## src/sv/hlcd_pkg.sv

```systemverilog
// shared types, constants and the crc byte update for the header/length/crc16 deframer
// no dependencies; imported by the top, datapath and controller modules of the block
package hlcd_pkg;

  localparam int          STORE_DEPTH_DEF = 8192;
  localparam logic [15:0] HEADER_RESET    = 16'h0566;
  localparam int          MIN_FRAME       = 8;
  localparam int          FRAME_OVERHEAD  = 6;
  localparam int          PAYLOAD_OFFSET  = 4;
  localparam logic [15:0] CRC_INIT        = 16'hFFFF;
  localparam logic [15:0] CRC_POLY        = 16'hA001;
  localparam logic [15:0] COUNT_MAX       = 16'hFFFF;

  // register index decoded from paddr
  localparam logic REG_HEADER = 1'b0;
  localparam logic REG_RUN    = 1'b1;

  typedef enum logic [1:0] {
    ST_OK       = 2'd0,
    ST_FULL     = 2'd1,
    ST_NO_FRAME = 2'd2,
    ST_DISABLED = 2'd3
  } hlcd_status_t;

  typedef enum logic [4:0] {
    S_IDLE,
    S_POP_RD,
    S_POP_TAKE,
    S_HUNT,
    S_HDR_A,
    S_HDR_B,
    S_HDR_C,
    S_LEN_A,
    S_LEN_B,
    S_LEN_C,
    S_LEN_D,
    S_CRC_A,
    S_CRC_B,
    S_TRL_A,
    S_TRL_B,
    S_TRL_C,
    S_DONE
  } hlcd_state_t;

  typedef struct packed {
    logic         start;       // new request: load status, clear popped byte
    hlcd_status_t st_val;
    logic         clear;       // empty the store, drop a held frame
    logic         push;
    logic         addr_pop;    // read address from pop offset instead of scan offset
    logic         off_load;
    logic         off_two;
    logic         off_inc;
    logic         cap_byte0;
    logic         len_load;
    logic         crc_init;
    logic         crc_upd;
    logic         drop_one;
    logic         drop_frame;
    logic         count_rej;
    logic         set_pending;
    logic         pop_take;
    logic         out_load;
  } hlcd_cmd_t;

  typedef struct packed {
    logic pending;
    logic full;
    logic fill_lt2;
    logic fill_lt8;
    logic hdr_match;
    logic too_long;
    logic short_fill;
    logic crc_last;
    logic crc_ok;
    logic dlen_zero;
    logic out_valid;
  } hlcd_stat_t;

  function automatic logic [15:0] crc_byte(input logic [15:0] crc, input logic [7:0] b);
    logic [15:0] c;
    c = crc ^ {8'h00, b};
    for (int i = 0; i < 8; i++) begin
      if (c[0]) begin
        c = (c >> 1) ^ CRC_POLY;
      end else begin
        c = c >> 1;
      end
    end
    return c;
  endfunction

endpackage

```

## src/sv/hlcd_ctrl.sv

```systemverilog
// controller of the deframer: request decode, frame hunt sequencing, result handoff
// depends on hlcd_pkg; drives the datapath through hlcd_cmd_t
module hlcd_ctrl import hlcd_pkg::*; (
  input  logic       clk,
  input  logic       rst,
  input  logic       run,
  input  logic       in_valid,
  input  logic       func,
  output logic       in_ready,
  input  hlcd_stat_t stat,
  output hlcd_cmd_t  cmd
);

  hlcd_state_t state, state_next;

  always_ff @(posedge clk) begin
    if (rst) begin
      state <= S_IDLE;
    end else begin
      state <= state_next;
    end
  end

  always_comb begin
    state_next = state;
    cmd        = '0;
    in_ready   = 1'b0;
    unique case (state)
      S_IDLE: begin
        in_ready = !stat.out_valid;
        if (in_valid && !stat.out_valid) begin
          cmd.start = 1'b1;
          if (!run) begin
            cmd.clear  = 1'b1;
            cmd.st_val = ST_DISABLED;
            state_next = S_DONE;
          end else if (!func) begin
            if (stat.full) begin
              cmd.st_val = ST_FULL;
            end else begin
              cmd.st_val = ST_OK;
              cmd.push   = 1'b1;
            end
            state_next = S_HUNT;
          end else if (stat.pending) begin
            cmd.st_val = ST_OK;
            state_next = S_POP_RD;
          end else begin
            cmd.st_val = ST_NO_FRAME;
            state_next = S_HUNT;
          end
        end
      end
      S_POP_RD: begin
        cmd.addr_pop = 1'b1;
        state_next   = S_POP_TAKE;
      end
      S_POP_TAKE: begin
        cmd.pop_take = 1'b1;
        state_next   = S_HUNT;
      end
      S_HUNT: begin
        if (stat.pending || stat.fill_lt8) begin
          state_next = S_DONE;
        end else begin
          cmd.off_load = 1'b1;
          state_next   = S_HDR_A;
        end
      end
      // header search, one dropped byte per pass
      S_HDR_A: begin
        if (stat.fill_lt2) begin
          state_next = S_DONE;
        end else begin
          cmd.off_inc = 1'b1;
          state_next  = S_HDR_B;
        end
      end
      S_HDR_B: begin
        cmd.cap_byte0 = 1'b1;
        state_next    = S_HDR_C;
      end
      S_HDR_C: begin
        if (!stat.hdr_match) begin
          cmd.drop_one = 1'b1;
          cmd.off_load = 1'b1;
          state_next   = S_HDR_A;
        end else if (stat.fill_lt8) begin
          state_next = S_DONE;
        end else begin
          cmd.off_load = 1'b1;
          cmd.off_two  = 1'b1;
          state_next   = S_LEN_A;
        end
      end
      S_LEN_A: begin
        cmd.off_inc = 1'b1;
        state_next  = S_LEN_B;
      end
      S_LEN_B: begin
        cmd.cap_byte0 = 1'b1;
        state_next    = S_LEN_C;
      end
      S_LEN_C: begin
        cmd.len_load = 1'b1;
        state_next   = S_LEN_D;
      end
      S_LEN_D: begin
        if (stat.too_long) begin
          cmd.drop_one  = 1'b1;
          cmd.count_rej = 1'b1;
          state_next    = S_HUNT;
        end else if (stat.short_fill) begin
          state_next = S_DONE;
        end else begin
          cmd.crc_init = 1'b1;
          cmd.off_load = 1'b1;
          state_next   = S_CRC_A;
        end
      end
      S_CRC_A: begin
        state_next = S_CRC_B;
      end
      S_CRC_B: begin
        cmd.crc_upd = 1'b1;
        cmd.off_inc = 1'b1;
        state_next  = stat.crc_last ? S_TRL_A : S_CRC_A;
      end
      // received crc, low byte first
      S_TRL_A: begin
        cmd.off_inc = 1'b1;
        state_next  = S_TRL_B;
      end
      S_TRL_B: begin
        cmd.cap_byte0 = 1'b1;
        state_next    = S_TRL_C;
      end
      S_TRL_C: begin
        if (!stat.crc_ok) begin
          cmd.drop_one  = 1'b1;
          cmd.count_rej = 1'b1;
          state_next    = S_HUNT;
        end else if (stat.dlen_zero) begin
          cmd.drop_frame = 1'b1;
          state_next     = S_HUNT;
        end else begin
          cmd.set_pending = 1'b1;
          state_next      = S_DONE;
        end
      end
      S_DONE: begin
        cmd.out_load = 1'b1;
        state_next   = S_IDLE;
      end
      default: begin
        state_next = S_IDLE;
      end
    endcase
  end

endmodule
```

## config.mk

```make
export PLATFORM = sky130hd
export DESIGN_NAME = hlcd_ctrl
export DESIGN_NICKNAME = d
export VERILOG_FILES = /design/src/sv/hlcd_pkg.sv /design/src/sv/hlcd_ctrl.sv
export SDC_FILE = /design/constraint.sdc
export NUM_CORES = 1
export LEC_CHECK = 0
export BUFFER_PORTS_ARGS = -buffer_cell sky130_fd_sc_hd__clkbuf_2
export CAP_MARGIN = 25
export CORE_UTILIZATION = 40
export CTS_CLUSTER_DIAMETER = 120
export DETAILED_ROUTE_END_ITERATION = 12
export PLACE_DENSITY = 0.75
export RECOVER_POWER = 50
export SLEW_MARGIN = 30
export SYNTH_ARGS = -nofsm -noshare
export SYNTH_HDL_FRONTEND = slang
export SYNTH_SLANG_ARGS = --single-unit
```

## constraint.sdc

```tcl
create_clock -name clk -period 1.8 [get_ports clk]
set_input_delay 0.36 -clock clk [delete_from_list [all_inputs] [get_ports clk]]
set_output_delay 0.36 -clock clk [all_outputs]
set_load 0.02 [all_outputs]
```

**After elaboration in Yosys (flattened, before gate mapping)**

Cells that the tools add are included.

- Memory bits (read-only): 0
- Latch bits: 0
- Memories: 0
- Bits of input ports: 16
- Logic and storage cells: 77
- Memory bits (writable): 0
- Flip-flop bits (word level): 5

- Shifts and indexed selects: 0
- Multiply operators: 0
- Magnitude comparators: 0
- Eq/ne operators: 17
- Reductions and logical operators: 6
- Muxes and demuxes: 53
- Div/mod/pow operators: 0
- Add/sub/neg operators: 0
- Bitwise gates (word level): 0

Operators with widths:

| kind | count |
|---|---|
| 5-bit one-hot mux with 16 select lines | 1 |
| 5-bit two-way mux | 13 |
| 5-bit by 4-bit equality test with 1-bit output, second input constant | 8 |
| 1-bit two-way mux | 29 |
| 5-bit by 3-bit equality test with 1-bit output, second input constant | 4 |
| 5-bit by 2-bit equality test with 1-bit output, second input constant | 2 |
| 2-bit two-way mux | 5 |
| 1-bit one-hot mux with 3 select lines | 2 |
| 3-bit OR reduction | 2 |
| 5-bit by 1-bit equality test with 1-bit output, second input constant | 1 |
| 5-bit equality test, second input constant | 1 |
| 5-bit zero test | 1 |
| 1-bit one-hot mux with 2 select lines | 2 |
| 3-bit two-way mux | 1 |
| 2-bit != test, second input constant | 1 |
| 1-bit logical AND | 1 |
| 1-bit zero test | 1 |
| 1-bit logical OR | 1 |

**Depth between registers and ports, before layout**

- Depth in word-level cells: 5
- Mapped depth: 6
- Depth with buffers taken out: 4

**Worst setup path before layout**

OpenSTA, ideal clock, no wires.

- Path type: reg2out
- Start point: register state[3]
- End point: output port cmd[16] (netlist name)
- Required time: 1.440 ns
- Setup slack: -0.158 ns
- Stages on the path, launching flop included: 5
- Arrival time: 1.598 ns
- Cells stage by stage: dfxtp_1 > or3_4 > or3_4 > nand2b_4 > a21oi_1

RTL lines:

| what | line | source |
|---|---|---|
| start, declared | hlcd_ctrl.sv:14 | `hlcd_state_t state, state_next;` |
| start signal, assigned | hlcd_ctrl.sv:20 | `state <= state_next;` |
| end, declared | hlcd_ctrl.sv:11 | `output hlcd_cmd_t cmd` |

==> results_dict.tcl <==
set metrics [dict create \
    status "complete, but fails checks" \
    failed_checks "design-rule violations, negative setup slack" \
    hold_class "input pin to register" \
    cts_max_level 1 \
    grt_antenna_before_repair 0 \
    cts_root_buf "clkbuf_4" \
    cts_buffer_depth 2 \
    place_ws_ps -177 \
    pin_count 36 \
    critPathCaptureType "output pin" \
    r2r_cells 5 \
    cp-start-kind "register" \
    start_util_pct 44.4 \
    finClkSkew_ps 3.54 \
    max_stage_delay_ps 380 \
    min_path_cells 4 \
    gp_congestion 0.858 \
    grtUsageTotal_pct 29.1 \
    crit_path_cell_trace "or3_4 -> or3_4 -> nand2b_4 -> nor4b_4 -> clkbuf_8" \
    design.die.area_mm2 0.00192 \
    routed-wl-met2_um 1500 \
    whs_ps 429 \
    worstSetupPathType "register to output pin" \
    tritoncts "built" \
    path_clk_slew_ps 50 \
    maxUsedRoutingLayer "met4" \
    met3_length_um 134 \
    vias 1051 \
    timing.slew.headroom_pct 80.9 \
    fin_crit_sh_pct 124 \
    ir_drop_v 0.000285 \
    first_global_vias 940 \
    die_h_um 43.9 \
    cpMaxStageDelayCell "or3_4" \
    n_antenna_cell 0 \
    num_rows 14 \
    placed_cells 159 \
    setup_violations 15 \
    top_regs "state x5" \
    powerDensity_mw_per_mm2 467 \
    slew_viol_final 0 \
    clk_latency_ps 250 \
    grt_max_degree 16 \
    largest_register_ffs 5 \
    drt-total-wl_um 2880 \
    area_delta_synth_final_pct 81.8 \
    rrSetupSlack_ps 140 \
    largest-register "state" \
    detail-route-antenna-nets 0 \
    drcViolationCount 1 \
    syn-num-nets 118 \
    grt_pass1_wl_um 4220 \
    r2r_end "state[0]" \
    dr.first_iter.drc_count 46 \
    core_area_mm2 0.00158 \
    yosys_warnings 0 \
    ys_ff_latch 5 \
    via_per_inst 6.04 \
    layout-drive-gt1-share_pct 57.6 \
    min_to "state[2]" \
    synthDistinctLibCells 39 \
    port_buffers 35 \
    chipWidth_um 43.9 \
    cap_violations 0 \
    wl_met1_um 1220 \
    post-dp-hpwl_um 1690 \
    first_pass_iters 8 \
    avgRoutedWirePerCell_um 16.5 \
    syn_area_um2 701 \
    fin_nets 175 \
    required_ps 1440 \
    synth.avg_cell_area_um2 6.87 \
    max_freq_mhz 448 \
    final_common_cell "buf_4" \
    final_cell_mix "buf_4 (25), clkbuf_2 (20), nor2_1 (9)" \
    hp-start "rst" \
    cp_max_fo 4 \
    cts.sink_count 5 \
    leakagePower_uw 0.000568 \
    hold_violations 0 \
    rsz0062_at_grt "true" \
    yosysSeqAreaShare_pct 14.3 \
    tns_ps -3300 \
    finalWorstSetupSlack_ps -434 \
    cp_common_cell "or3_4" \
    r2r_start "state[3]" \
    worstMarginPinSlew_ps 283 \
    layout_min_cycle_time_ps 2230 \
    synth_cells 102 \
    arrival_ps 1870 \
    finalNonFillerCells 174 \
    numCtsBuffers 3 \
    grt-ovfl-total 0 \
]
-- area by class of cell --
class                           count  area (um2)
Timing Repair Buffer               59         448
Multi-Input combinational cell     85         656
Inverter                            5        18.8
Clock buffer                        4        26.3
Fill cell                         103         303
Sequential cell                     5         105
Tap cell                           16        20.0
-- power breakdown --
part / total (uW) / switching [uW] / internal, uW
clock network: 144 / 59.7 / 84.7
registers: 126 / 7.03 / 119
logic: 325 / 164 / 162
-- cell families (layout without fill, tap and decap cells) --
group / count (synthesis) / count (layout) / synth area share (%)
AO/OA/AOI/OAI: 29 / 29 / 27.3
buffers and inverters: 12 / 68 / 6.61
flip-flops: 5 / 5 / 14.3
multiplexers: 2 / 2 / 2.86
AND/OR/NAND/NOR: 54 / 54 / 48.9
-- worst max-delay path: cells and delay by family, from the launching register on --
| family | cells | cell delay [ps] |
|---|---|---|
| and+or+nand+nor | 4 | 1110 |
| DFF | 1 | 320 |
| buffers and inverters | 1 | 190 |
-- layer usage --
layer  global-route usage, %  up-vias
li1                        -      484
met1                    35.6      510
met2                    51.9       51
met3                    4.17        6
met4                    9.70        0
met5                       0        -
-- stage by stage --
stage	utilization (%)	area [um2]	power, uW
after global placement	62.1	980	355
final	80.8	1270	595
after global routing	80.8	1270	617
after detailed placement	62.1	980	359
after floorplan	-	714	269
after CTS	75.4	1190	544
-- worst max path at each step --
stage | start | endpoint
final | state[3] | cmd[14]
after CTS | state[3] | cmd[14]
after global placement | state[3] | cmd[14]
after detailed placement | state[3] | cmd[14]
after floorplan | state[3] | cmd[14]
after global routing | state[3] | cmd[14]
-- repair_timing --
action	4_1_cts	5_1_grt
buffers inserted	7	5
hold buffers	0	0
gates resized for setup	37	20
endpoints found under the setup margin	16	18
pin swaps	5	3
-- synthesized netlist by cell type --
master	instances	area, um2
and3_1	1	6.26
nor4b_4	1	23.8
o21ai_0	8	40.0
o22a_1	1	8.76
a22oi_1	1	7.51
nor4_1	2	12.5
nand3b_1	4	30.0
and2b_1	1	7.51
o211ai_1	1	7.51
or3_4	2	22.5
or3_1	1	6.26
or3b_2	2	17.5
a32oi_1	2	17.5
a21o_1	1	7.51
dfxtp_1	5	100
a2111o_1	1	11.3
o21ai_2	1	8.76
nor2b_1	3	18.8
nor4bb_1	1	10.0
mux2i_1	2	20.0
nand2b_4	1	13.8
a21oi_1	6	30.0
or2_2	1	6.26
a31oi_1	2	12.5
nor3b_1	2	15.0
inv_1	5	18.8
nand2b_1	5	31.3
clkbuf_1	4	15.0
buf_1	2	7.51
nor4b_2	1	15.0
o2bb2ai_1	1	8.76
a211oi_1	3	22.5
and2_1	1	6.26
buf_2	1	5.00
nand2_1	7	26.3
nor3_1	4	20.0
a22o_1	1	8.76
nor2_1	13	48.8
nand3_1	1	5.00
No activity file was read; power rests on OpenSTA's default activity.
