## config.mk

```make
export PLATFORM = sky130hd
export DESIGN_NAME = hlcd_dp
export DESIGN_NICKNAME = d
export VERILOG_FILES = /design/src/sv/hlcd_pkg.sv /design/src/sv/hlcd_dp.sv
export SDC_FILE = /design/constraint.sdc
export NUM_CORES = 1
export LEC_CHECK = 0
export ABC_AREA = 0
export BUFFER_PORTS_ARGS = -buffer_cell sky130_fd_sc_hd__buf_2
export CAP_MARGIN = 30
export CORE_ASPECT_RATIO = 2
export CORE_UTILIZATION = 45
export DETAILED_ROUTE_END_ITERATION = 12
export GPL_ROUTABILITY_DRIVEN = 0
export PLACE_DENSITY = 0.6
export SLEW_MARGIN = 20
export SYNTH_ARGS = -nofsm -noshare
export SYNTH_HDL_FRONTEND = slang
export SYNTH_SLANG_ARGS = --single-unit
```

## constraint.sdc

```tcl
create_clock -name clk -period 6.18 [get_ports clk]
set_input_delay 1.236 -clock clk [delete_from_list [all_inputs] [get_ports clk]]
set_output_delay 1.236 -clock clk [all_outputs]
set_load 0.01 [all_outputs]
```

## src/sv/hlcd_pkg.sv

```systemverilog
// shared types, constants and the crc byte update for the header/length/crc16 deframer
// no dependencies; imported by the top, datapath and controller modules of the block
package hlcd_pkg;

  localparam int          STORE_DEPTH_DEF = 8192;
  localparam logic [15:0] HEADER_RESET    = 16'h0566;
  localparam int          MIN_FRAME       = 8;
  localparam int          FRAME_OVERHEAD  = 6;
  localparam int          PAYLOAD_OFFSET  = 4;
  localparam logic [15:0] CRC_INIT        = 16'hFFFF;
  localparam logic [15:0] CRC_POLY        = 16'hA001;
  localparam logic [15:0] COUNT_MAX       = 16'hFFFF;

  // register index decoded from paddr
  localparam logic REG_HEADER = 1'b0;
  localparam logic REG_RUN    = 1'b1;

  typedef enum logic [1:0] {
    ST_OK       = 2'd0,
    ST_FULL     = 2'd1,
    ST_NO_FRAME = 2'd2,
    ST_DISABLED = 2'd3
  } hlcd_status_t;

  typedef enum logic [4:0] {
    S_IDLE,
    S_POP_RD,
    S_POP_TAKE,
    S_HUNT,
    S_HDR_A,
    S_HDR_B,
    S_HDR_C,
    S_LEN_A,
    S_LEN_B,
    S_LEN_C,
    S_LEN_D,
    S_CRC_A,
    S_CRC_B,
    S_TRL_A,
    S_TRL_B,
    S_TRL_C,
    S_DONE
  } hlcd_state_t;

  typedef struct packed {
    logic         start;       // new request: load status, clear popped byte
    hlcd_status_t st_val;
    logic         clear;       // empty the store, drop a held frame
    logic         push;
    logic         addr_pop;    // read address from pop offset instead of scan offset
    logic         off_load;
    logic         off_two;
    logic         off_inc;
    logic         cap_byte0;
    logic         len_load;
    logic         crc_init;
    logic         crc_upd;
    logic         drop_one;
    logic         drop_frame;
    logic         count_rej;
    logic         set_pending;
    logic         pop_take;
    logic         out_load;
  } hlcd_cmd_t;

  typedef struct packed {
    logic pending;
    logic full;
    logic fill_lt2;
    logic fill_lt8;
    logic hdr_match;
    logic too_long;
    logic short_fill;
    logic crc_last;
    logic crc_ok;
    logic dlen_zero;
    logic out_valid;
  } hlcd_stat_t;

  function automatic logic [15:0] crc_byte(input logic [15:0] crc, input logic [7:0] b);
    logic [15:0] c;
    c = crc ^ {8'h00, b};
    for (int i = 0; i < 8; i++) begin
      if (c[0]) begin
        c = (c >> 1) ^ CRC_POLY;
      end else begin
        c = c >> 1;
      end
    end
    return c;
  endfunction

endpackage

```

## src/sv/hlcd_dp.sv

```systemverilog
// datapath of the deframer: ring pointers, fill count, crc, frame registers, result register
// depends on hlcd_pkg; drives the byte store ram ports
module hlcd_dp import hlcd_pkg::*; #(
  parameter int STORE_DEPTH = STORE_DEPTH_DEF,
  localparam int AW = $clog2(STORE_DEPTH),
  localparam int FW = AW + 1
) (
  input  logic          clk,
  input  logic          rst,
  input  hlcd_cmd_t     cmd,
  output hlcd_stat_t    stat,
  input  logic [15:0]   sync_word,
  input  logic          cfg_clear,
  input  logic [7:0]    rx_byte,
  output logic          ram_we,
  output logic [AW-1:0] ram_waddr,
  output logic [7:0]    ram_wdata,
  output logic [AW-1:0] ram_raddr,
  input  logic [7:0]    ram_rdata,
  output logic          out_valid,
  input  logic          out_ready,
  output logic [1:0]    status,
  output logic          frame_ready,
  output logic [12:0]   payload_length,
  output logic [7:0]    payload_byte,
  output logic          payload_last,
  output logic [15:0]   crc_error_count
);

  localparam logic [16:0] DEPTH_L = 17'(STORE_DEPTH);

  logic [AW-1:0] wp, scan;
  logic [FW-1:0] fill;
  logic          pending;
  logic [15:0]   left, dlen, crc, rej;
  logic [16:0]   popoff, off;
  logic [7:0]    byte0, pbyte;
  logic          plast;
  hlcd_status_t  st;

  logic [16:0] flen, fill17, drop_n, rd_off;
  logic        release_frame, do_drop;

  // base plus offset modulo store depth, offset known not to exceed the depth
  function automatic logic [AW-1:0] wrap_add(input logic [AW-1:0] base, input logic [16:0] n);
    logic [17:0] s;
    s = 18'(base) + 18'(n);
    if (s >= 18'(STORE_DEPTH)) begin
      s = s - 18'(STORE_DEPTH);
    end
    return s[AW-1:0];
  endfunction

  assign flen   = 17'(dlen) + 17'(FRAME_OVERHEAD);
  assign fill17 = 17'(fill);
  assign rd_off = cmd.addr_pop ? popoff : off;

  assign release_frame = cmd.pop_take && (left == 16'd1);
  assign do_drop       = cmd.drop_one || cmd.drop_frame || release_frame;
  assign drop_n        = cmd.drop_one ? 17'd1 : flen;

  assign ram_we    = cmd.push;
  assign ram_waddr = wp;
  assign ram_wdata = rx_byte;
  assign ram_raddr = wrap_add(scan, rd_off);

  always_comb begin
    stat.pending    = pending;
    stat.full       = fill17 >= DEPTH_L;
    stat.fill_lt2   = fill < FW'(2);
    stat.fill_lt8   = fill < FW'(MIN_FRAME);
    stat.hdr_match  = {byte0, ram_rdata} == sync_word;
    stat.too_long   = flen > DEPTH_L;
    stat.short_fill = fill17 < flen;
    stat.crc_last   = off == (flen - 17'd3);
    stat.crc_ok     = {ram_rdata, byte0} == crc;
    stat.dlen_zero  = dlen == 16'd0;
    stat.out_valid  = out_valid;
  end

  always_ff @(posedge clk) begin
    if (rst) begin
      wp        <= '0;
      scan      <= '0;
      fill      <= '0;
      pending   <= 1'b0;
      left      <= '0;
      rej       <= '0;
      out_valid <= 1'b0;
    end else begin
      if (cmd.clear || cfg_clear) begin
        wp      <= '0;
        scan    <= '0;
        fill    <= '0;
        pending <= 1'b0;
        left    <= '0;
      end else begin
        if (cmd.push) begin
          wp   <= (wp == AW'(STORE_DEPTH - 1)) ? '0 : wp + AW'(1);
          fill <= fill + FW'(1);
        end
        if (do_drop) begin
          scan <= wrap_add(scan, drop_n);
          fill <= fill - FW'(drop_n);
        end
        if (cmd.set_pending) begin
          pending <= 1'b1;
          left    <= dlen;
        end
        if (cmd.pop_take) begin
          left <= left - 16'd1;
          if (release_frame) begin
            pending <= 1'b0;
          end
        end
      end
      if (cmd.count_rej && rej != COUNT_MAX) begin
        rej <= rej + 16'd1;
      end
      if (cmd.out_load) begin
        out_valid <= 1'b1;
      end else if (out_ready) begin
        out_valid <= 1'b0;
      end
    end
  end

  always_ff @(posedge clk) begin
    if (cmd.off_load) begin
      off <= cmd.off_two ? 17'd2 : 17'd0;
    end else if (cmd.off_inc) begin
      off <= off + 17'd1;
    end
    if (cmd.set_pending) begin
      popoff <= 17'(PAYLOAD_OFFSET);
    end else if (cmd.pop_take) begin
      popoff <= popoff + 17'd1;
    end
    if (cmd.cap_byte0) begin
      byte0 <= ram_rdata;
    end
    if (cmd.len_load) begin
      dlen <= {ram_rdata, byte0};
    end
    if (cmd.crc_init) begin
      crc <= CRC_INIT;
    end else if (cmd.crc_upd) begin
      crc <= crc_byte(crc, ram_rdata);
    end
    if (cmd.start) begin
      st    <= cmd.st_val;
      pbyte <= '0;
      plast <= 1'b0;
    end else if (cmd.pop_take) begin
      pbyte <= ram_rdata;
      plast <= left == 16'd1;
    end
    if (cmd.out_load) begin
      status          <= st;
      frame_ready     <= pending;
      payload_length  <= pending ? dlen[12:0] : 13'd0;
      payload_byte    <= pbyte;
      payload_last    <= plast;
      crc_error_count <= rej;
    end
  end

  a_fill_bound: assert property (@(posedge clk) disable iff (rst) fill17 <= DEPTH_L)
    else $error("fill count above store depth");
  a_pending_frame: assert property (@(posedge clk) disable iff (rst)
    pending |-> (dlen != 16'd0 && fill17 >= flen && left != 16'd0))
    else $error("held frame not fully stored");
  a_ptr_range: assert property (@(posedge clk) disable iff (rst)
    (18'(scan) < 18'(STORE_DEPTH)) && (18'(wp) < 18'(STORE_DEPTH)))
    else $error("ring pointer out of range");

endmodule

```

Word level (Yosys, flattened, before mapping) --
Index checks and enable logic that the tools add are counted.
Storage, ports and cells: bits in registers 200, input bits 55, output and inout port bits 88, word-level logic and storage cells 106
Operators by class: add/sub/neg operators 13, order comparisons 7, equality and inequality tests 6, mux-type cells 39, bitwise operators 9, reductions and logical operators 11
Operators by type and width (count):
- 16-bit two-way mux | 24
- 17-bit two-way mux | 4
- 13-bit two-way mux | 3
- 13-bit by 17-bit adder with 18-bit output | 2
- 18-bit by 14-bit >= comparator with 1-bit output (second input constant) | 2
- 17-bit by 1-bit adder with 17-bit output (second input constant) | 2
- 16-bit equality test | 2
- 14-bit two-way mux | 2
- 13-bit by 1-bit subtractor with 13-bit output (second input constant) | 2
- 2-bit NOT with 3-bit output | 8
- 16-bit by 3-bit adder with 17-bit output (second input constant) | 1
- 17-bit equality test | 1
- 17-bit by 14-bit > comparator with 1-bit output (second input constant) | 1
- 14-bit by 17-bit < comparator with 1-bit output | 1
- 17-bit by 2-bit subtractor with 17-bit output (second input constant) | 1
- 16-bit by 1-bit adder with 16-bit output (second input constant) | 1
- 16-bit by 1-bit equality test with 1-bit output (second input constant) | 1
- 16-bit zero test | 1
- 16-bit != test (second input constant) | 1
- 16-bit by 1-bit subtractor with 16-bit output (second input constant) | 1
- 16-bit by 8-bit bitwise XOR with 16-bit output | 1
- 14-bit by 1-bit adder with 14-bit output (second input constant) | 1
- 14-bit >= comparator (second input constant) | 1
- 14-bit by 2-bit < comparator with 1-bit output (second input constant) | 1
- 10 further kinds | 20

Longest topological paths before layout --
Gate-level depths: netlist of the first run.
depth after elaboration 31, gate-level depth with buffers 18, mapped depth without buffers 17

Worst setup path before layout of the first run --
No wires, ideal clock.
path kind input port to output port, from in cmd[13] in the netlist's numbering, to out ram_raddr[9], arrival 3707 ps, data required time 4944 ps, setup slack 1237 ps, stages 13, path buffers 2, cell sequence clkbuf_1 > clkbuf_1 > mux2i_1 > inv_1 > ha_1 > a21o_1 > a21oi_1 > nor2b_1 > o211ai_1 > a21oi_1 > a311oi_1 > nor2b_1 > xnor2_1
Between the ends: word-level cells in the longest chain between the ends 4, elaborated cells between the ends (all ways) 5, those cells by class add/sub: 2; order compare: 1; mux: 2
Ends and longest elaborated chain:
- from (decl) | RTL line hlcd_dp.sv:10 | input hlcd_cmd_t cmd,
- 17-bit two-way mux * | RTL line hlcd_dp.sv:56 | assign rd_off = cmd.addr_pop ? popoff : off;
- 13-bit by 17-bit adder with 18-bit output * | RTL line hlcd_dp.sv:47 | s = 18'(base) + 18'(n);
- 18-bit by 14-bit >= comparator with 1-bit output / 13-bit by 1-bit subtractor with 13-bit output (equally long branches) | RTL line hlcd_dp.sv:48, hlcd_dp.sv:49
- 13-bit two-way mux * | RTL line hlcd_dp.sv:48 | if (s >= 18'(STORE_DEPTH)) begin
- to (decl) | RTL line hlcd_dp.sv:18 | output logic [AW-1:0] ram_raddr,
Every way passes the cells marked *; elsewhere a longest branch is shown, timed or not.

==> results of run 1 <==
==> layer usage <==
metal  vias up  track usage, %  part of all wire [%]
met1      4389            23.6                    36
met3       100            4.58                   3.3
met5         -               0                     0
li1       4583               -                     -
met2       204            44.3                    55
met4         0            15.3                   6.0
==> final timing paths <==
kind                            startpoint        end  slack (ns)  depth (start not counted)
worst min-delay path                 st[1]  status[1]        0.43                          0
worst max register to register     left[7]   fill[12]        2.00                         14
worst max-delay path               dlen[1]    stat[3]        0.91                         10
worst min register to register       st[1]  status[1]        0.43                          0
==> power by group <==
part           internal, mW  switching (mW)
combinational         0.283           0.355
clock                 0.537           0.548
sequential             1.43          0.0960
==> worst max-delay path, cell delays in order (launching register included) <==
cell       delay, ns
edfxtp_1        0.55
inv_1           0.19
ha_1            0.47
nand4b_1        0.19
nor3_1          0.07
xnor2_1         0.61
nand3_1         0.26
or3_1           0.43
o311a_1         0.36
a2111oi_2       0.24
buf_2           0.19
==> stage by stage <==
stage / util [%] / setup WS [ns] / instances / hold WS, ns
floorplan: - / 1.24 / 1243 / 0.400
global placement: 49.2 / 1.21 / 1644 / 0.402
detailed placement: 49.3 / 1.13 / 1645 / 0.408
CTS: 51.6 / 0.836 / 1677 / 0.427
global route: 51.6 / 0.583 / 1678 / 0.443
finish: 51.6 / 0.906 / 1678 / 0.425
==> flip-flops by register name, summed over array words and instances (netlist names) <==
register	cells
crc_error_count	16
st	2
pending	1
ram_waddr	13
pbyte	8
left	16
payload_length	13
payload_last	1
rej	16
plast	1
frame_ready	1
out_valid	1
popoff	13
dlen	16
byte0	8
scan	13
off	17
status	2
crc	16
payload_byte	8
fill	14
==> synth_stat cells (all sizes together) (3+ instances only) <==
library cell / instances / area (sq um)
o31ai: 6 / 45.0
nor2b: 22 / 138
nand2: 92 / 345
and3: 9 / 56.3
nand4: 35 / 234
nand2b: 13 / 88.8
or3: 21 / 131
nor3b: 3 / 22.5
and2: 18 / 113
xnor2: 110 / 963
mux2i: 13 / 130
nor4: 14 / 87.6
a211oi: 27 / 203
o21bai: 3 / 22.5
nand3: 40 / 200
xor2: 65 / 596
a311oi: 4 / 35.0
a211o: 9 / 78.8
a21o: 14 / 105
and4: 5 / 43.8
o21ai: 32 / 160
mux2: 13 / 146
clkbuf: 36 / 135
o211ai: 6 / 45.0
nor3: 26 / 135
inv: 27 / 101
nor2: 150 / 566
fa: 3 / 60.1
dfxtp: 112 / 2240
o21a: 8 / 60.1
a21oi: 74 / 370
a2111oi: 4 / 47.6
ha: 61 / 763
or4: 6 / 48.8
edfxtp: 84 / 2520
or2: 18 / 113
buf: 29 / 170
a31oi: 7 / 43.8
==> kinds of logic (layout without fill, tap and decap cells) <==
family,after synthesis,in the layout,synth area share [%]
and+or+nand+nor,480,480,20.6
AOI/OAI and AO/OA,210,210,11.9
DFF,196,196,41.1
xor gates and xnor gates,175,175,13.4
buffers and inverters,92,190,3.51
adders and majority gates,64,64,7.10
muxes,26,26,2.38
other,0,1,0
==> final cells by class <==
| class | count | area [sq um] |
|---|---|---|
| timing repair buffer | 131 | 681 |
| clock inverter | 13 | 134 |
| clock buffer | 19 | 433 |
| fill | 2377 | 12200 |
| sequential | 196 | 4760 |
| tap | 336 | 420 |
| multi-input combinational | 955 | 6430 |
| antenna | 1 | 2.50 |
| inverter | 27 | 101 |
==> metrics.yaml, run 1 <==
worst_setup_path:
  path_max_fanout: 10
  critPathLaunchType: "register"
  crit_required_ns: 4.94
  arrival_ns: 4.04
  setup.worst_path.end_class: "primary output"
  crit_type: "reg2out"
detailed_routing:
  wl_um: 30100
  via_per_inst: 5.53
  drcViolationCount: 0
  antenna_left: 0
  wire_per_inst_um: 17.9
  first_iter_violations: 365
  vias: 9276
  first_pass_iters: 7
placement:
  hpwl_um: 22900
  port_buffers: 126
  placed_cell_area_sq_um: 12400
sta:
  setup_tns_ns: 0
  grt_setup_unrepaired: "no"
  fin_skew_ns: 0.0116
  tightestPinTransition_ns: 0.935
  min_period_ns: 5.27
  slew_viol_final: 0
  slew_headroom_pct: 37.4
  hold_viol: 0
  setup_viol: 0
  finalCritPeriodShare_pct: 85.3
  max_freq_ghz: 0.190
synth:
  synth.net_count: 1362
  syn_area_sq_um: 11600
  synth_cell_type_count: 70
  synth-edff-count: 84
  netlist_instances: 1243
  ys.flop_type: "dfxtp_1"
  synth-warning-count: 0
  synth_seq_cells: 196
  syn_area_per_cell_sq_um: 9.33
  seq_area_frac_synth_pct: 41.1
  synthArstFlopShare_pct: 0
cells_and_area:
  final_common_cell: "nor2_1"
  layout_common_cells: "nor2_1, buf_2, dfxtp_1, xnor2_1, nand2_1"
  num-nets-final: 1447
  drive_gt1_share_pct: 15.3
  final_area_sq_um: 13000
  area_growth_pct: 11.8
global_routing:
  grt_pass1_wl_um: 48200
  antenna_found_initial: 1
  grt_max_degree: 50
  grt_use_total_pct: 24.0
  grt_pass1_vias: 9401
  grt-ovfl-total: 0
cts:
  cts_tree: "yes"
  clk_pin_slew_ns: 0.08
  cts_buffers: 17
  post_cts_buffers: 0
  post_cts_resized: 0
  ctsLongestPathBuffers: 2
  cts_hold_buf: 0
  h-tree-depth: 4
  cts_sinks: 196
  cts_root_buf: "clkbuf_16"
  insertion_delay_ns: 0.46
floorplanning:
  initial_utilization_pct: 46.1
  rows: 82
  ios: 143
  dieArea_sq_um: 26500
  fp.dieH_um: 229
  design.core.area_sq_um: 25100
  dieWidth_um: 116
pwr:
  power.total_mw: 3.25
  ir_worst_vdd_mv: 0.208
  powerDensity_nw_per_um2: 250
  p_leak_nw: 5.19
min_path:
  hold_class: "reg2reg"
run_status:
  status: "complete, no violations"
flow_run:
  drv_cap: 0
Note: power is estimated with default switching activity, not from simulation.
==> run 2: changes to the inputs <==
ABC_AREA = 1   (was 0)
==> metrics.yaml, run 2 <==
min_path:
  hold_depth: 0  # unchanged
  hold_start: "st[1]"  # unchanged
  hold_class: "reg2reg"  # unchanged
  hold_end: "status[1]"  # unchanged
detailed_routing:
  wire_per_inst_um: 16.7  # was 17.9 um
  wl_um: 32100  # was 30100 um
  via_per_inst: 5.31  # was 5.53
  drcViolationCount: 0  # unchanged
  first_pass_iters: 7  # unchanged
  first_iter_violations: 535  # was 365
  antenna_left: 0  # unchanged
  vias: 10200  # was 9276
synth:
  synth-edff-count: 84  # unchanged
  syn_area_sq_um: 11600  # about the same
  synth_seq_cells: 196  # unchanged
  syn_area_per_cell_sq_um: 7.91  # was 9.33 sq um
  synthTopCellsByCount: "nand2_1, inv_1, nor2_1"  # was nor2_1, dfxtp_1, xnor2_1
  synth-warning-count: 0  # unchanged
  synth.area.top_cells: "edfxtp_1, dfxtp_1, nand2_1, ha_1, inv_1"  # was edfxtp_1, dfxtp_1, xnor2_1, ha_1, nor2_1
  synth_cell_type_count: 52  # was 70
  synth_top_area_cell: "edfxtp_1"  # unchanged
  yosysMostFrequentCell: "nand2_1"  # was nor2_1
  ys.flop_type: "dfxtp_1"  # unchanged
  seq_area_frac_synth_pct: 41.0  # was 41.1%
  netlist.area_leader.share_pct: 21.7  # about the same
  synthArstFlopShare_pct: 0  # unchanged
  synth.net_count: 1588  # was 1362
  netlist_instances: 1469  # was 1243
sta:
  slew_viol_final: 0  # unchanged
  layout_setup_ws_ns: 1.08  # was 0.906 ns
  finalCritPeriodShare_pct: 82.5  # was 85.3%
  grt_setup_unrepaired: "no"  # unchanged
  fin_skew_ns: 0.0132  # was 0.0116 ns
  min_period_ns: 5.10  # was 5.27 ns
  tightestPinTransition_ns: 0.862  # was 0.935 ns
  setup_viol: 0  # unchanged
  slew_headroom_pct: 42.5  # was 37.4%
  hold_ws_ns: 0.421  # was 0.425 ns
  hold_viol: 0  # unchanged
  setup_tns_ns: 0  # unchanged
  max_freq_ghz: 0.196  # was 0.190 GHz
pwr:
  p_leak_nw: 5.64  # was 5.19 nW
  p_clk_share_pct: 34.0  # was 33.4%
  switchingPower_mw: 0.969  # was 0.998 mW
  seqPwrFrac_pct: 47.6  # was 47.0%
  internal-power_mw: 2.16  # was 2.25 mW
  ir_worst_vdd_mv: 0.214  # was 0.208 mV
  switching_share_pct: 31.0  # was 30.7%
  power.total_mw: 3.13  # was 3.25 mW
  powerDensity_nw_per_um2: 240  # was 250 nW/um^2
  p_comb_share_pct: 18.4  # was 19.6%
floorplanning:
  dieWidth_um: 116  # about the same
  dieArea_sq_um: 26500  # about the same
  design.core.area_sq_um: 25200  # was 25100 sq um
  fp.dieH_um: 229  # about the same
  rows: 82  # unchanged
  initial_utilization_pct: 46.0  # was 46.1%
  ios: 143  # unchanged
global_routing:
  grt_pass1_wl_um: 50600  # was 48200 um
  grt-ovfl-total: 0  # unchanged
  antenna_found_initial: 0  # was 1
  grt_use_total_pct: 25.3  # was 24.0%
  grt_max_degree: 43  # was 50
  grt_pass1_vias: 10100  # was 9401
cells_and_area:
  largest_reg_flops: 17  # unchanged
  drive_gt1_share_pct: 12.7  # was 15.3%
  layout_common_cells: "nand2_1, inv_1, nor2_1, buf_2, a21oi_1"  # was nor2_1, buf_2, dfxtp_1, xnor2_1, nand2_1
  n_fill_cell: 2543  # was 2377
  diodes: 0  # was 1
  num-nets-final: 1694  # was 1447
  largest_register: "off"  # unchanged
  final_common_cell: "nand2_1"  # was nor2_1
  area_growth_pct: 12.4  # was 11.8%
worst_setup_path:
  critPathLaunchType: "input pin"  # was register
  r2r_cells: 18  # was 14
  setup.worst_path.end_class: "primary output"  # unchanged
  worstReg2RegStart: "left[1]"  # was left[7]
  timing.rr.end: "fill[11]"  # was fill[12]
  arrival_ns: 3.86  # was 4.04 ns
  path_max_fanout: 26  # was 10
  crit_required_ns: 4.94  # about the same
  r2r_slack_ns: 2.38  # was 2.00 ns
  crit_type: "in2out"  # was reg2out
flow_run:
  drv_cap: 0  # unchanged
cts:
  cts_hold_buf: 0  # unchanged
  post_cts_buffers: 0  # unchanged
  ctsLongestPathBuffers: 2  # unchanged
  insertion_delay_ns: 0.45  # was 0.46 ns
  clk_pin_slew_ns: 0.07  # was 0.08 ns
  cts_buffers: 17  # unchanged
  cts_sinks: 196  # unchanged
  post_cts_resized: 0  # unchanged
  cts_root_buf: "clkbuf_16"  # unchanged
  h-tree-depth: 4  # unchanged
  cts_tree: "yes"  # unchanged
run_status:
  status: "complete, no violations"  # unchanged
placement:
  hpwl_um: 25400  # was 22900 um
  port_buffers: 126  # unchanged
  pre_cts_slack_ns: 1.12  # was 1.13 ns
## run 2: cell types whose count changed after synthesis, moves of 37 or more
cell | previous run | this run
inv_1 | 27 | 172
nand3_1 | 40 | 77
a21oi_1 | 74 | 124
o21ai_0 | 30 | 106
xnor2_1 | 110 | 57
nand2_1 | 92 | 277
## run 2: worst max-delay path, stage by stage
cell and delay [ns]:
buf_2 0.30, nand2_1 0.09, o21ai_0 0.09, ha_1 0.20, inv_1 0.05, fa_1 0.39
o21ai_0 0.40, a21oi_1 0.20, o21ai_0 0.32, a21oi_1 0.12, nor2_1 0.11, nor2_1 0.07
xor2_1 0.13, buf_2 0.14
## run 2: area by class of cell
class	count	area, sq um	share of cell area [%]
inverter	181	679	5.20
multi-input combinational	1047	5950	45.6
clock inverter	13	116	0.891
clock buffer	19	433	3.32
tap	336	420	3.22
timing repair buffer	132	688	5.27
sequential	196	4760	36.5
## run 2: routing by layer
| layer | global-route usage, % | share of wire [%] |
|---|---|---|
| met5 | 0 | 0 |
| met4 | 13.7 | 5.3 |
| met3 | 5.13 | 4.2 |
| met2 | 48.4 | 55 |
| met1 | 24.4 | 36 |
## run 2: how the worst max path moves through the flow
stage	start	end	slack [ns]	cells past startpoint
after floorplan	cmd[13]	ram_raddr[12]	1.41	14
after CTS	cmd[13]	ram_raddr[12]	1.12	14
after detailed placement	cmd[13]	ram_raddr[12]	1.12	14
after global routing	cmd[13]	ram_raddr[12]	0.75	14
after global placement	cmd[13]	ram_raddr[12]	1.21	14
final	cmd[13]	ram_raddr[12]	1.08	14
## run 2: logic make-up (layout without fill, tap and decap cells)
| logic type | after synthesis | count (layout) | share of synthesized area [%] |
|---|---|---|---|
| AOI/OAI and AO/OA | 286 | 286 | 13.4 |
| xor gates and xnor gates | 102 | 102 | 8.03 |
| and+or+nand+nor | 595 | 595 | 22.7 |
| adders and majority gates | 64 | 64 | 7.09 |
| DFF | 196 | 196 | 41.0 |
| buffers and inverters | 226 | 345 | 7.78 |
## run 2: power by group through the flow
stage	registers, mW	logic (mW)	clock network, mW
global placement	1.52	0.568	0
finish	1.49	0.576	1.06
floorplan	1.50	0.406	0
detailed placement	1.52	0.574	0
global route	1.50	0.645	1.13
CTS	1.49	0.577	1.09
## run 2: per-stage QoR
stage,instance area [sq um],util [%],std cells
5_1_grt,13100,51.7,1924
6_report,13100,51.7,1924
2_1_floorplan,11600,-,1469
3_3_place_gp,12500,49.5,1891
4_1_cts,13000,51.7,1923
3_5_place_dp,12500,49.5,1891
